`src/hw/rtl/upd_pkg.sv`:
```
// Shared constants, types and the hex digit function for the URL percent decoder.
`default_nettype none

package upd_pkg;

    // Longest decoded path, and the counter width needed to hold it
    localparam int MAX_PATH_LEN = 4096;
    localparam int CNT_W        = $clog2(MAX_PATH_LEN + 1);

    // Fixed field widths of the words
    localparam int BYTE_W = 8;
    localparam int LEN_W  = 13;
    localparam int CMP_W  = (CNT_W > LEN_W) ? CNT_W : LEN_W;

    // Result queue depth; a decode step pushes at most two results
    localparam int FIFO_DEPTH = 4;
    localparam int FIFO_AW    = $clog2(FIFO_DEPTH);
    localparam int FIFO_CW    = $clog2(FIFO_DEPTH + 1);
    localparam int PUSH_MAX   = 2;

    // Character codes
    localparam logic [BYTE_W-1:0] CH_PCT   = 8'h25;
    localparam logic [BYTE_W-1:0] CH_DOT   = 8'h2E;
    localparam logic [BYTE_W-1:0] CH_0     = 8'h30;
    localparam logic [BYTE_W-1:0] CH_9     = 8'h39;
    localparam logic [BYTE_W-1:0] CH_A     = 8'h61;
    localparam logic [BYTE_W-1:0] CH_F     = 8'h66;
    localparam logic [BYTE_W-1:0] CASE_BIT = 8'h20;
    localparam logic [BYTE_W-1:0] HEX_TEN  = 8'd10;

    // Hex digit value, with bit 4 set for a character that is no hex digit
    localparam logic [4:0] HEX_BAD = 5'd16;

    // Result kinds
    localparam logic KIND_BYTE    = 1'b0;
    localparam logic KIND_SUMMARY = 1'b1;

    // Escape phase
    typedef enum logic [1:0] {
        PH_PLAIN = 2'd0,
        PH_HIGH  = 2'd1,
        PH_LOW   = 2'd2
    } t_phase;

    // One result word
    typedef struct packed {
        logic              kind;
        logic [BYTE_W-1:0] data_byte;
        logic              error;
        logic [LEN_W-1:0]  decoded_len;
        logic [LEN_W-1:0]  ext_len;
        logic              last;
    } t_res;

    // Results handed from the decode stage to the result queue, in order
    typedef struct packed {
        logic [1:0] num;
        t_res       r0;
        t_res       r1;
    } t_push;

    function automatic logic [4:0] hex_value(input logic [BYTE_W-1:0] ch);
        logic [BYTE_W-1:0] c;
        logic [BYTE_W-1:0] v;
        c = ch | CASE_BIT;
        v = '0;
        if (ch >= CH_0 && ch <= CH_9) begin
            v = ch - CH_0;
            return v[4:0];
        end else if (c >= CH_A && c <= CH_F) begin
            v = c - CH_A + HEX_TEN;
            return v[4:0];
        end
        return HEX_BAD;
    endfunction

endpackage

`default_nettype wire

```
`src/hw/rtl/upd_in_if.sv`:
```
// Input channel: one raw path byte per word.
`default_nettype none

interface upd_in_if;
    logic                        valid;
    logic                        ready;
    logic [upd_pkg::BYTE_W-1:0]  in_byte;
    logic                        in_last;
    logic [upd_pkg::LEN_W-1:0]   ext_window;

    modport source (output valid, output in_byte, output in_last, output ext_window,
                    input ready);
    modport sink   (input valid, input in_byte, input in_last, input ext_window,
                    output ready);
endinterface

`default_nettype wire

```
`src/hw/rtl/upd_out_if.sv`:
```
// Output channel: a decoded byte or an end-of-path summary per word.
`default_nettype none

interface upd_out_if;
    logic                        valid;
    logic                        ready;
    logic                        kind;
    logic [upd_pkg::BYTE_W-1:0]  data_byte;
    logic                        error;
    logic [upd_pkg::LEN_W-1:0]   decoded_len;
    logic [upd_pkg::LEN_W-1:0]   ext_len;
    logic                        last;

    modport source (output valid, output kind, output data_byte, output error,
                    output decoded_len, output ext_len, output last, input ready);
    modport sink   (input valid, input kind, input data_byte, input error,
                    input decoded_len, input ext_len, input last, output ready);
endinterface

`default_nettype wire

```
`src/hw/rtl/upd_decode.sv`:
```
// Input register and single-pass percent decode with path bookkeeping.
`default_nettype none

module upd_decode (
    input  wire              i_clk,
    input  wire              i_rst_n,
    upd_in_if.sink           i_in,
    input  wire              i_room,
    output upd_pkg::t_push   o_push
);

    // Input register
    logic                              r_in_valid;
    logic [upd_pkg::BYTE_W-1:0]        r_in_byte;
    logic                              r_in_last;
    logic [upd_pkg::LEN_W-1:0]         r_in_win;

    // Path state
    upd_pkg::t_phase                   r_phase, n_phase;
    logic [3:0]                        r_nib, n_nib;
    logic [upd_pkg::CNT_W-1:0]         r_count, n_count;
    logic [upd_pkg::CNT_W-1:0]         r_dot, n_dot;
    logic                              r_seen, n_seen;
    logic                              r_err, n_err;

    logic                              fire;
    logic                              accept;
    logic [4:0]                        hv;
    logic                              want;
    logic                              dec_err;
    logic [upd_pkg::BYTE_W-1:0]        dec_byte;
    logic                              ovf;
    logic                              emit;
    logic                              fin_err;
    logic [upd_pkg::CMP_W-1:0]         cnt_w;
    logic [upd_pkg::CMP_W-1:0]         dot_w;
    logic [upd_pkg::CMP_W-1:0]         win_w;
    logic [upd_pkg::CMP_W-1:0]         span;
    logic [upd_pkg::CMP_W-1:0]         elen;
    upd_pkg::t_res                     res_byte;
    upd_pkg::t_res                     res_sum;

    assign fire       = r_in_valid && i_room;
    assign accept     = i_in.valid && i_in.ready;
    assign i_in.ready = !r_in_valid || fire;
    assign hv         = upd_pkg::hex_value(r_in_byte);

    // Hold the incoming word until the decode step takes it
    always_ff @(posedge i_clk) begin
        if (!i_rst_n) begin
            r_in_valid <= 1'b0;
        end else if (accept) begin
            r_in_valid <= 1'b1;
        end else if (fire) begin
            r_in_valid <= 1'b0;
        end
    end

    always_ff @(posedge i_clk) begin
        if (accept) begin
            r_in_byte <= i_in.in_byte;
            r_in_last <= i_in.in_last;
            r_in_win  <= i_in.ext_window;
        end
    end

    // Escape phase next state
    always_comb begin
        n_phase = r_phase;
        n_nib   = r_nib;
        if (!r_err) begin
            unique case (r_phase)
                upd_pkg::PH_HIGH: begin
                    if (!hv[4]) begin
                        n_nib   = hv[3:0];
                        n_phase = upd_pkg::PH_LOW;
                    end
                end
                upd_pkg::PH_LOW: begin
                    if (!hv[4]) begin
                        n_phase = upd_pkg::PH_PLAIN;
                    end
                end
                default: begin
                    n_phase = (r_in_byte == upd_pkg::CH_PCT) ? upd_pkg::PH_HIGH
                                                             : upd_pkg::PH_PLAIN;
                end
            endcase
        end
    end

    // Escape phase outputs: byte to emit, bad digit
    always_comb begin
        want     = 1'b0;
        dec_err  = 1'b0;
        dec_byte = r_in_byte;
        if (!r_err) begin
            unique case (r_phase)
                upd_pkg::PH_HIGH: begin
                    dec_err = hv[4];
                end
                upd_pkg::PH_LOW: begin
                    dec_err  = hv[4];
                    want     = !hv[4];
                    dec_byte = {r_nib, hv[3:0]};
                end
                default: begin
                    want = (r_in_byte != upd_pkg::CH_PCT);
                end
            endcase
        end
    end

    // Count, dot tracking and overflow
    always_comb begin
        ovf     = want && (r_count >= upd_pkg::CNT_W'(upd_pkg::MAX_PATH_LEN));
        emit    = want && !ovf;
        n_err   = r_err || dec_err || ovf;
        n_count = r_count;
        n_dot   = r_dot;
        n_seen  = r_seen;
        if (emit) begin
            n_count = r_count + 1'b1;
            if (dec_byte == upd_pkg::CH_DOT) begin
                n_dot  = r_count;
                n_seen = 1'b1;
            end
        end
    end

    // Summary: clamp the window to the path and test the last dot against it
    always_comb begin
        fin_err = n_err || (n_phase != upd_pkg::PH_PLAIN);
        cnt_w   = upd_pkg::CMP_W'(n_count);
        dot_w   = upd_pkg::CMP_W'(n_dot);
        win_w   = upd_pkg::CMP_W'(r_in_win);
        span    = (win_w > cnt_w) ? cnt_w : win_w;
        elen    = '0;
        if (!fin_err && (win_w != '0) && n_seen && (dot_w >= cnt_w - span)) begin
            elen = cnt_w - dot_w;
        end
    end

    // Build the results in output order
    always_comb begin
        res_byte             = '0;
        res_byte.kind        = upd_pkg::KIND_BYTE;
        res_byte.data_byte   = dec_byte;

        res_sum              = '0;
        res_sum.kind         = upd_pkg::KIND_SUMMARY;
        res_sum.error        = fin_err;
        res_sum.decoded_len  = fin_err ? '0 : upd_pkg::LEN_W'(n_count);
        res_sum.ext_len      = upd_pkg::LEN_W'(elen);
        res_sum.last         = 1'b1;

        o_push     = '0;
        o_push.r1  = res_sum;
        if (fire) begin
            if (emit) begin
                o_push.r0  = res_byte;
                o_push.num = r_in_last ? 2'd2 : 2'd1;
            end else if (r_in_last) begin
                o_push.r0  = res_sum;
                o_push.num = 2'd1;
            end
        end
    end

    // Advance path state; drop it all back to reset after the summary
    always_ff @(posedge i_clk) begin
        if (!i_rst_n) begin
            r_phase <= upd_pkg::PH_PLAIN;
            r_nib   <= '0;
            r_count <= '0;
            r_dot   <= '0;
            r_seen  <= 1'b0;
            r_err   <= 1'b0;
        end else if (fire) begin
            if (r_in_last) begin
                r_phase <= upd_pkg::PH_PLAIN;
                r_nib   <= '0;
                r_count <= '0;
                r_dot   <= '0;
                r_seen  <= 1'b0;
                r_err   <= 1'b0;
            end else begin
                r_phase <= n_phase;
                r_nib   <= n_nib;
                r_count <= n_count;
                r_dot   <= n_dot;
                r_seen  <= n_seen;
                r_err   <= n_err;
            end
        end
    end

    // The path ends with clean state
    a_end_clears: assert property (@(posedge i_clk) disable iff (!i_rst_n)
        fire && r_in_last |=> r_count == '0 && !r_err && r_phase == upd_pkg::PH_PLAIN)
        else $error("path state not cleared after summary");

    // No byte leaves once the path is in error
    a_err_silent: assert property (@(posedge i_clk) disable iff (!i_rst_n)
        fire && r_err |-> !emit)
        else $error("byte emitted after error");

    // Count never runs past the path limit
    a_count_max: assert property (@(posedge i_clk) disable iff (!i_rst_n)
        r_count <= upd_pkg::CNT_W'(upd_pkg::MAX_PATH_LEN))
        else $error("decoded count beyond limit");

endmodule

`default_nettype wire

```
`src/hw/rtl/upd_res_fifo.sv`:
```
// Small result queue that takes up to two words per cycle and gives one.
`default_nettype none

module upd_res_fifo (
    input  wire                    i_clk,
    input  wire                    i_rst_n,
    input  wire upd_pkg::t_push    i_push,
    output logic                   o_room,
    upd_out_if.source              o_out
);

    upd_pkg::t_res                   r_mem [upd_pkg::FIFO_DEPTH];
    logic [upd_pkg::FIFO_AW-1:0]     r_wr;
    logic [upd_pkg::FIFO_AW-1:0]     r_rd;
    logic [upd_pkg::FIFO_CW-1:0]     r_cnt;
    logic [upd_pkg::FIFO_AW-1:0]     wr1;
    logic                            pop;
    upd_pkg::t_res                   head;

    assign wr1    = r_wr + 1'b1;
    assign pop    = o_out.valid && o_out.ready;
    assign o_room = r_cnt <= upd_pkg::FIFO_CW'(upd_pkg::FIFO_DEPTH - upd_pkg::PUSH_MAX);
    assign head   = r_mem[r_rd];

    // Present the head word
    assign o_out.valid       = r_cnt != '0;
    assign o_out.kind        = head.kind;
    assign o_out.data_byte   = head.data_byte;
    assign o_out.error       = head.error;
    assign o_out.decoded_len = head.decoded_len;
    assign o_out.ext_len     = head.ext_len;
    assign o_out.last        = head.last;

    // Write pushed words in order
    always_ff @(posedge i_clk) begin
        if (i_push.num != 2'd0) begin
            r_mem[r_wr] <= i_push.r0;
        end
        if (i_push.num == 2'd2) begin
            r_mem[wr1] <= i_push.r1;
        end
    end

    // Advance pointers and count
    always_ff @(posedge i_clk) begin
        if (!i_rst_n) begin
            r_wr  <= '0;
            r_rd  <= '0;
            r_cnt <= '0;
        end else begin
            r_wr  <= r_wr + upd_pkg::FIFO_AW'(i_push.num);
            r_rd  <= r_rd + upd_pkg::FIFO_AW'(pop);
            r_cnt <= r_cnt + upd_pkg::FIFO_CW'(i_push.num) - upd_pkg::FIFO_CW'(pop);
        end
    end

    // Pushes only land when the queue had room for them
    a_no_overrun: assert property (@(posedge i_clk) disable iff (!i_rst_n)
        i_push.num != 2'd0 |-> o_room)
        else $error("result queue overrun");

    // Count stays within depth
    a_cnt_max: assert property (@(posedge i_clk) disable iff (!i_rst_n)
        r_cnt <= upd_pkg::FIFO_CW'(upd_pkg::FIFO_DEPTH))
        else $error("result queue count beyond depth");

    // A waiting head word holds until taken
    a_hold_head: assert property (@(posedge i_clk) disable iff (!i_rst_n)
        o_out.valid && !o_out.ready |=> o_out.valid && $stable(head))
        else $error("head word changed while waiting");

endmodule

`default_nettype wire

```
`src/hw/rtl/url_percent_decoder.sv`:
```
// Top level of the streaming URL percent decoder.
//
// Raw path bytes enter one word per cycle on i_in while ready is high;
// '%' plus two hex digits becomes one byte, other bytes pass through, and
// each decoded byte leaves as a kind 0 word on o_out. The word marked
// in_last is followed by a kind 1 summary with the error flag, decoded
// length and extension length (read from ext_window on that word). A bad
// digit, an escape cut off at the end or a path past 4096 decoded bytes
// sets the error and silences byte output until the summary. An input word
// is held in the input register, decoded from it once the result queue has
// room, and written to a four-word result queue, from whose head results
// leave. The block takes one word per cycle while results are drained; a
// last word that yields both a byte and a summary pushes two words at once,
// which the queue absorbs.
`default_nettype none

module url_percent_decoder (
    input  wire          i_clk,
    input  wire          i_rst_n,
    upd_in_if.sink       i_in,
    upd_out_if.source    o_out
);

    upd_pkg::t_push push;
    logic           room;

    upd_decode u_decode (
        .i_clk   (i_clk),
        .i_rst_n (i_rst_n),
        .i_in    (i_in),
        .i_room  (room),
        .o_push  (push)
    );

    upd_res_fifo u_fifo (
        .i_clk   (i_clk),
        .i_rst_n (i_rst_n),
        .i_push  (push),
        .o_room  (room),
        .o_out   (o_out)
    );

endmodule

`default_nettype wire

```
`src/flat_wrapper.sv`:
```
// flat-port wrapper written by rule: the top's interface ports become plain ports
module url_percent_decoder_flat 
  (i_clk, i_rst_n, i_in_valid, i_in_in_byte, i_in_in_last, i_in_ext_window, i_in_ready, o_out_valid, o_out_kind, o_out_data_byte, o_out_error, o_out_decoded_len, o_out_ext_len, o_out_last, o_out_ready);
  upd_in_if i_in_i ();
  upd_out_if o_out_i ();
  input  wire i_clk;
  input  wire i_rst_n;
  input wire logic [$bits(i_in_i.valid)-1:0] i_in_valid;
  input wire logic [$bits(i_in_i.in_byte)-1:0] i_in_in_byte;
  input wire logic [$bits(i_in_i.in_last)-1:0] i_in_in_last;
  input wire logic [$bits(i_in_i.ext_window)-1:0] i_in_ext_window;
  output wire logic [$bits(i_in_i.ready)-1:0] i_in_ready;
  output wire logic [$bits(o_out_i.valid)-1:0] o_out_valid;
  output wire logic [$bits(o_out_i.kind)-1:0] o_out_kind;
  output wire logic [$bits(o_out_i.data_byte)-1:0] o_out_data_byte;
  output wire logic [$bits(o_out_i.error)-1:0] o_out_error;
  output wire logic [$bits(o_out_i.decoded_len)-1:0] o_out_decoded_len;
  output wire logic [$bits(o_out_i.ext_len)-1:0] o_out_ext_len;
  output wire logic [$bits(o_out_i.last)-1:0] o_out_last;
  input wire logic [$bits(o_out_i.ready)-1:0] o_out_ready;
  assign i_in_i.valid = i_in_valid;
  assign i_in_i.in_byte = i_in_in_byte;
  assign i_in_i.in_last = i_in_in_last;
  assign i_in_i.ext_window = i_in_ext_window;
  assign i_in_ready = i_in_i.ready;
  assign o_out_valid = o_out_i.valid;
  assign o_out_kind = o_out_i.kind;
  assign o_out_data_byte = o_out_i.data_byte;
  assign o_out_error = o_out_i.error;
  assign o_out_decoded_len = o_out_i.decoded_len;
  assign o_out_ext_len = o_out_i.ext_len;
  assign o_out_last = o_out_i.last;
  assign o_out_i.ready = o_out_ready;
  url_percent_decoder u_core (.i_clk(i_clk), .i_rst_n(i_rst_n), .i_in(i_in_i), .o_out(o_out_i));
endmodule
```
`config.mk`:
```
export PLATFORM = sky130hd
export DESIGN_NAME = url_percent_decoder_flat
export DESIGN_NICKNAME = d
export VERILOG_FILES = /design/src/hw/rtl/upd_pkg.sv /design/src/hw/rtl/upd_in_if.sv /design/src/hw/rtl/upd_out_if.sv /design/src/hw/rtl/upd_decode.sv /design/src/hw/rtl/upd_res_fifo.sv /design/src/hw/rtl/url_percent_decoder.sv /design/src/flat_wrapper.sv
export SDC_FILE = /design/constraint.sdc
export NUM_CORES = 1
export LEC_CHECK = 0
export BUFFER_PORTS_ARGS = -buffer_cell sky130_fd_sc_hd__buf_2
export CORE_MARGIN = 8
export CORE_UTILIZATION = 35
export CTS_CLUSTER_DIAMETER = 100
export DETAILED_ROUTE_END_ITERATION = 10
export GPL_TIMING_DRIVEN = 0
export SETUP_SLACK_MARGIN = 0.4
export SYNTH_ARGS = -nofsm -noshare
export SYNTH_HDL_FRONTEND = slang
export SYNTH_SLANG_ARGS = --single-unit
```
`constraint.sdc`:
```
create_clock -name i_clk -period 9.1 [get_ports i_clk]
set_input_delay 1.82 -clock i_clk [delete_from_list [all_inputs] [get_ports i_clk]]
set_output_delay 1.82 -clock i_clk [all_outputs]
set_load 0.01 [all_outputs]
```
==> impl_results.md <==
- Design Power: between 0.002 and 0.003 W
- DRC: 0
- N_diodes: 0
- Worst R2R Path Depth: 44
- Post-synthesis cell count: about 1.1k
- CTS tree: done
- Hold Vio Cnt, Final: 0
- Footprint of the multi-input gates: approximately 5700 sq um
- Layout cells sized above 1: between 15 and 20%
- TritonRoute pass-1 iters: 4
- Setup ws final: 0.8777 ns
- WL final: 29,590 um
- Sequential share of the synthesized area: between 40% and 50%
- Die Area: slightly below 40,000 sq um
- Library cells used by synthesis: around 80
- CP startpoint kind: register
- Antenna violations before repair: 0
- PortBufs: 63
- NumNets Final: 1,242
- Status: complete, no violations
- CTS max path bufs: 3
- LEAKAGE: 4.806 nW
- # rows: between 60 and 70
- Crit Path Max Fanout: 10
- # IOs: 65
- WHS Path Cells: 2
- GRT Residual Overflow: 0
- Slowest Stage Delay on Critical Path: 0.47 ns
- Peak VDD IR: 0.00009184 V
- Final worst path period share: about nine tenths
- Clock sinks: around 210
- RSZ-0062 raised after global routing: no
- Post-layout minimum cycle time: approximately 8.2 ns
- Syn Nets: roughly 1.1k
- Setup CP Type: reg2reg
- Clock buffer count from CTS: 23
- Gr usage total: around 15%
- Antenna-violating nets left: 0
- FMAX: 121.6 MHz
- Commonest non-fill, non-tap cell in the layout: nor2_1
- Die Y: 196.9 um
- Register area: 5465 sq um
- Routability-driven placement congestion ratio: around 0.86
- Flop2flop setup slack: 0.88 ns
- Area Growth Syn to Fin: 15.74%
- Crit Reg-Reg Endpoint: u_core.u_fifo.r_mem[2][12]
- Die Wd: between 150 and 200 um
- Initial core utilization: around 35%
- Largest net degree at the start of global routing: 29
- Vias in the first global route: 8,166
- Placed cell area: around 12,000 sq um
- Synth Flop Type: edfxtp_1
- Clock slew at reported path FFs: approximately 0.060 ns
- Power Density: 199.7 nW/um^2
- Worst min-delay path class: reg2reg
- Final Util: 40.93%
- Final hold slack: around 0.46 ns
- Relative slew margins: a little under an eighth
- WL/cell: between 15 and 20 um
- MaxCap Viol Count: 0
- Via/cell ratio: between 5 and 6
- Crit path to: u_core.u_fifo.r_mem[2][12]
- Synthesis Warnings: 0
- CP most frequent cell: o21ai_0
- Most frequent cells in the layout: nor2_1, edfxtp_1, dfxtp_1
- Finished Cell Area: between 10,000 and 15,000 sq um
- CP arrival: ~8.5 ns
- H-tree depth: 1
- Post-synthesis register bit count: between 200 and 250
- Setup Viol. Count Final: 0
- Worst skew pair latency: about 0.50 ns
- Final Skew: between 0.015 and 0.02 ns
- Worst setup EP type: register
- Critical path data required time: 9.34 ns
- Routed vias: about 8.3k
- Fill count: approximately 3.2k
- Slowest-stage cell, CP: edfxtp_1
- Worst-Margin Slew: between 1 and 1.5 ns
- Clock tree root driver cell: clkbuf_16
- First-pass GRT wire length: between 40,000 and 50,000 um
- Final Max Slew Viols: 0
- Detailed placer's ending HPWL: approximately 22,000 um
- DRT iter0 DRCs: around 620
- Core region area: 32,370 sq um
- Post-Syn Area: ~11,000 sq um
- Critical R2R Launch: u_core.u_decode.r_in_byte[1]
- Synth Area per Inst: about 11 sq um
- Dpl ws: -0.5578 ns
- Asr flop ratio synth: 0%
- Critical Path Source: u_core.u_decode.r_in_byte[1]
- Number of enable flip-flop cells after synthesis: 130
-- report_power, final --
group          total [W]  internal (W)  leakage (nW)  switching (W)
registers        0.00113       0.00108          1.82      0.0000413
logic           0.000644      0.000298          2.65       0.000346
clock network   0.000877      0.000512         0.343       0.000365
total            0.00265       0.00189          4.81       0.000752
-- worst min-delay path by stage --
stage,startpoint,to
2_1_floorplan,u_core.u_fifo.r_mem[2][29],u_core.u_fifo.r_mem[2][29]
3_3_place_gp,u_core.u_fifo.r_mem[3][29],u_core.u_fifo.r_mem[3][29]
3_5_place_dp,u_core.u_fifo.r_mem[1][29],u_core.u_fifo.r_mem[1][29]
4_1_cts,u_core.u_fifo.r_mem[1][29],u_core.u_fifo.r_mem[1][29]
5_1_grt,u_core.u_fifo.r_mem[0][28],u_core.u_fifo.r_mem[0][28]
6_report,u_core.u_fifo.r_mem[3][29],u_core.u_fifo.r_mem[3][29]
-- Yosys cell counts (all sizes together) (3+ instances only) --
| master | n | area (sq um) |
|---|---|---|
| and3 | 9 | 56.30 |
| buf | 10 | 63.80 |
| a32oi | 3 | 26.28 |
| a22oi | 21 | 157.7 |
| nand4 | 6 | 37.54 |
| a2bb2oi | 3 | 26.28 |
| nor4b | 7 | 61.31 |
| o21bai | 4 | 30.03 |
| nor4 | 5 | 37.53 |
| and2 | 19 | 118.9 |
| a21boi | 7 | 52.55 |
| xor2 | 14 | 122.6 |
| nor3b | 5 | 47.54 |
| dfxtp | 78 | 1562 |
| nand3 | 16 | 80.08 |
| xnor2 | 31 | 297.8 |
| nand2 | 72 | 277.8 |
| edfxtp | 130 | 3904 |
| a211oi | 10 | 97.59 |
| o22ai | 4 | 25.02 |
| a22o | 28 | 245.2 |
| o21a | 6 | 45.04 |
| mux2 | 12 | 138.9 |
| maj3 | 5 | 52.55 |
| a21oi | 46 | 234.0 |
| o31ai | 4 | 30.03 |
| mux4 | 36 | 810.8 |
| nand2b | 18 | 112.6 |
| nor2 | 144 | 556.8 |
| ha | 56 | 700.7 |
| nor2b | 31 | 193.9 |
| a21o | 14 | 105.1 |
| nor3 | 13 | 70.07 |
| or3 | 5 | 31.28 |
| mux2i | 13 | 130.1 |
| clkbuf | 39 | 146.4 |
| inv | 58 | 222.7 |
| o21ai | 51 | 266.5 |
-- worst max-delay path, delay by kind of cell, from the launching register on --
family | cells | cell delay [ns]
compound gates | 17 | 2.31
fa+ha+maj | 6 | 1.75
simple gates | 11 | 1.66
buf+inv | 7 | 1.19
flops | 1 | 0.47
xor+xnor | 2 | 0.46
mux | 1 | 0.12
-- layout make-up --
cell class | instances | share of cell area [%]
multi-input cells | 745 | 42.86
clock buffers | 28 | 4.712
clock inverters | 9 | 0.5855
inverters | 58 | 1.681
plain buffers | 49 | 1.700
repair buffers | 73 | 3.041
flip-flops and latches | 208 | 41.25
well taps | 442 | 4.174
-- registers in the layout, summed over array words and instances, names as in the netlist --
register / count
u_core.u_fifo.r_wr: 2
u_core.u_decode.r_phase: 2
u_core.u_decode.r_count: 13
u_core.u_decode.r_in_byte: 8
u_core.u_decode.r_in_valid: 1
u_core.u_fifo.r_mem: 144
u_core.u_decode.r_nib: 4
u_core.u_decode.r_in_win: 13
u_core.u_fifo.r_cnt: 3
u_core.u_decode.r_err: 1
u_core.u_decode.r_seen: 1
u_core.u_fifo.r_rd: 2
u_core.u_decode.r_dot: 13
u_core.u_decode.r_in_last: 1
-- logic make-up (layout without fill, tap and decap cells) --
group	count (synthesis)	count (layout)	share of synthesized area (%)
buffers and inverters	107	217	3.781
adders and majority gates	63	63	6.929
AOI/OAI and AO/OA	218	218	13.13
and+or+nand+nor	358	358	15.32
xor gates and xnor gates	45	45	3.672
muxes	61	61	9.432
DFF	208	208	47.74
-- through the flow --
stage,setup TNS (ns),cells
final,0,1612
after global routing,0,1612
after CTS,0,1604
after detailed placement,-20.76,1565
after global placement,-20.62,1565
after floorplan,0,1060
-- metal layers --
metal  vias to the layer above  global-route usage, %  wire [um]
met5                         -                      0          0
met2                       178                  26.02      14330
met4                         0                  3.817        663
li1                       4056                      -          -
met3                        43                  2.098       1393
met1                      4040                  18.88      13200
-- repair_timing --
action,CTS,global route
resized for setup,14,24
setup endpoints to repair,52,52
pin swaps,2,3
setup buffers,2,8
hold buffers,0,0
No activity file was read; power rests on OpenSTA's default activity.
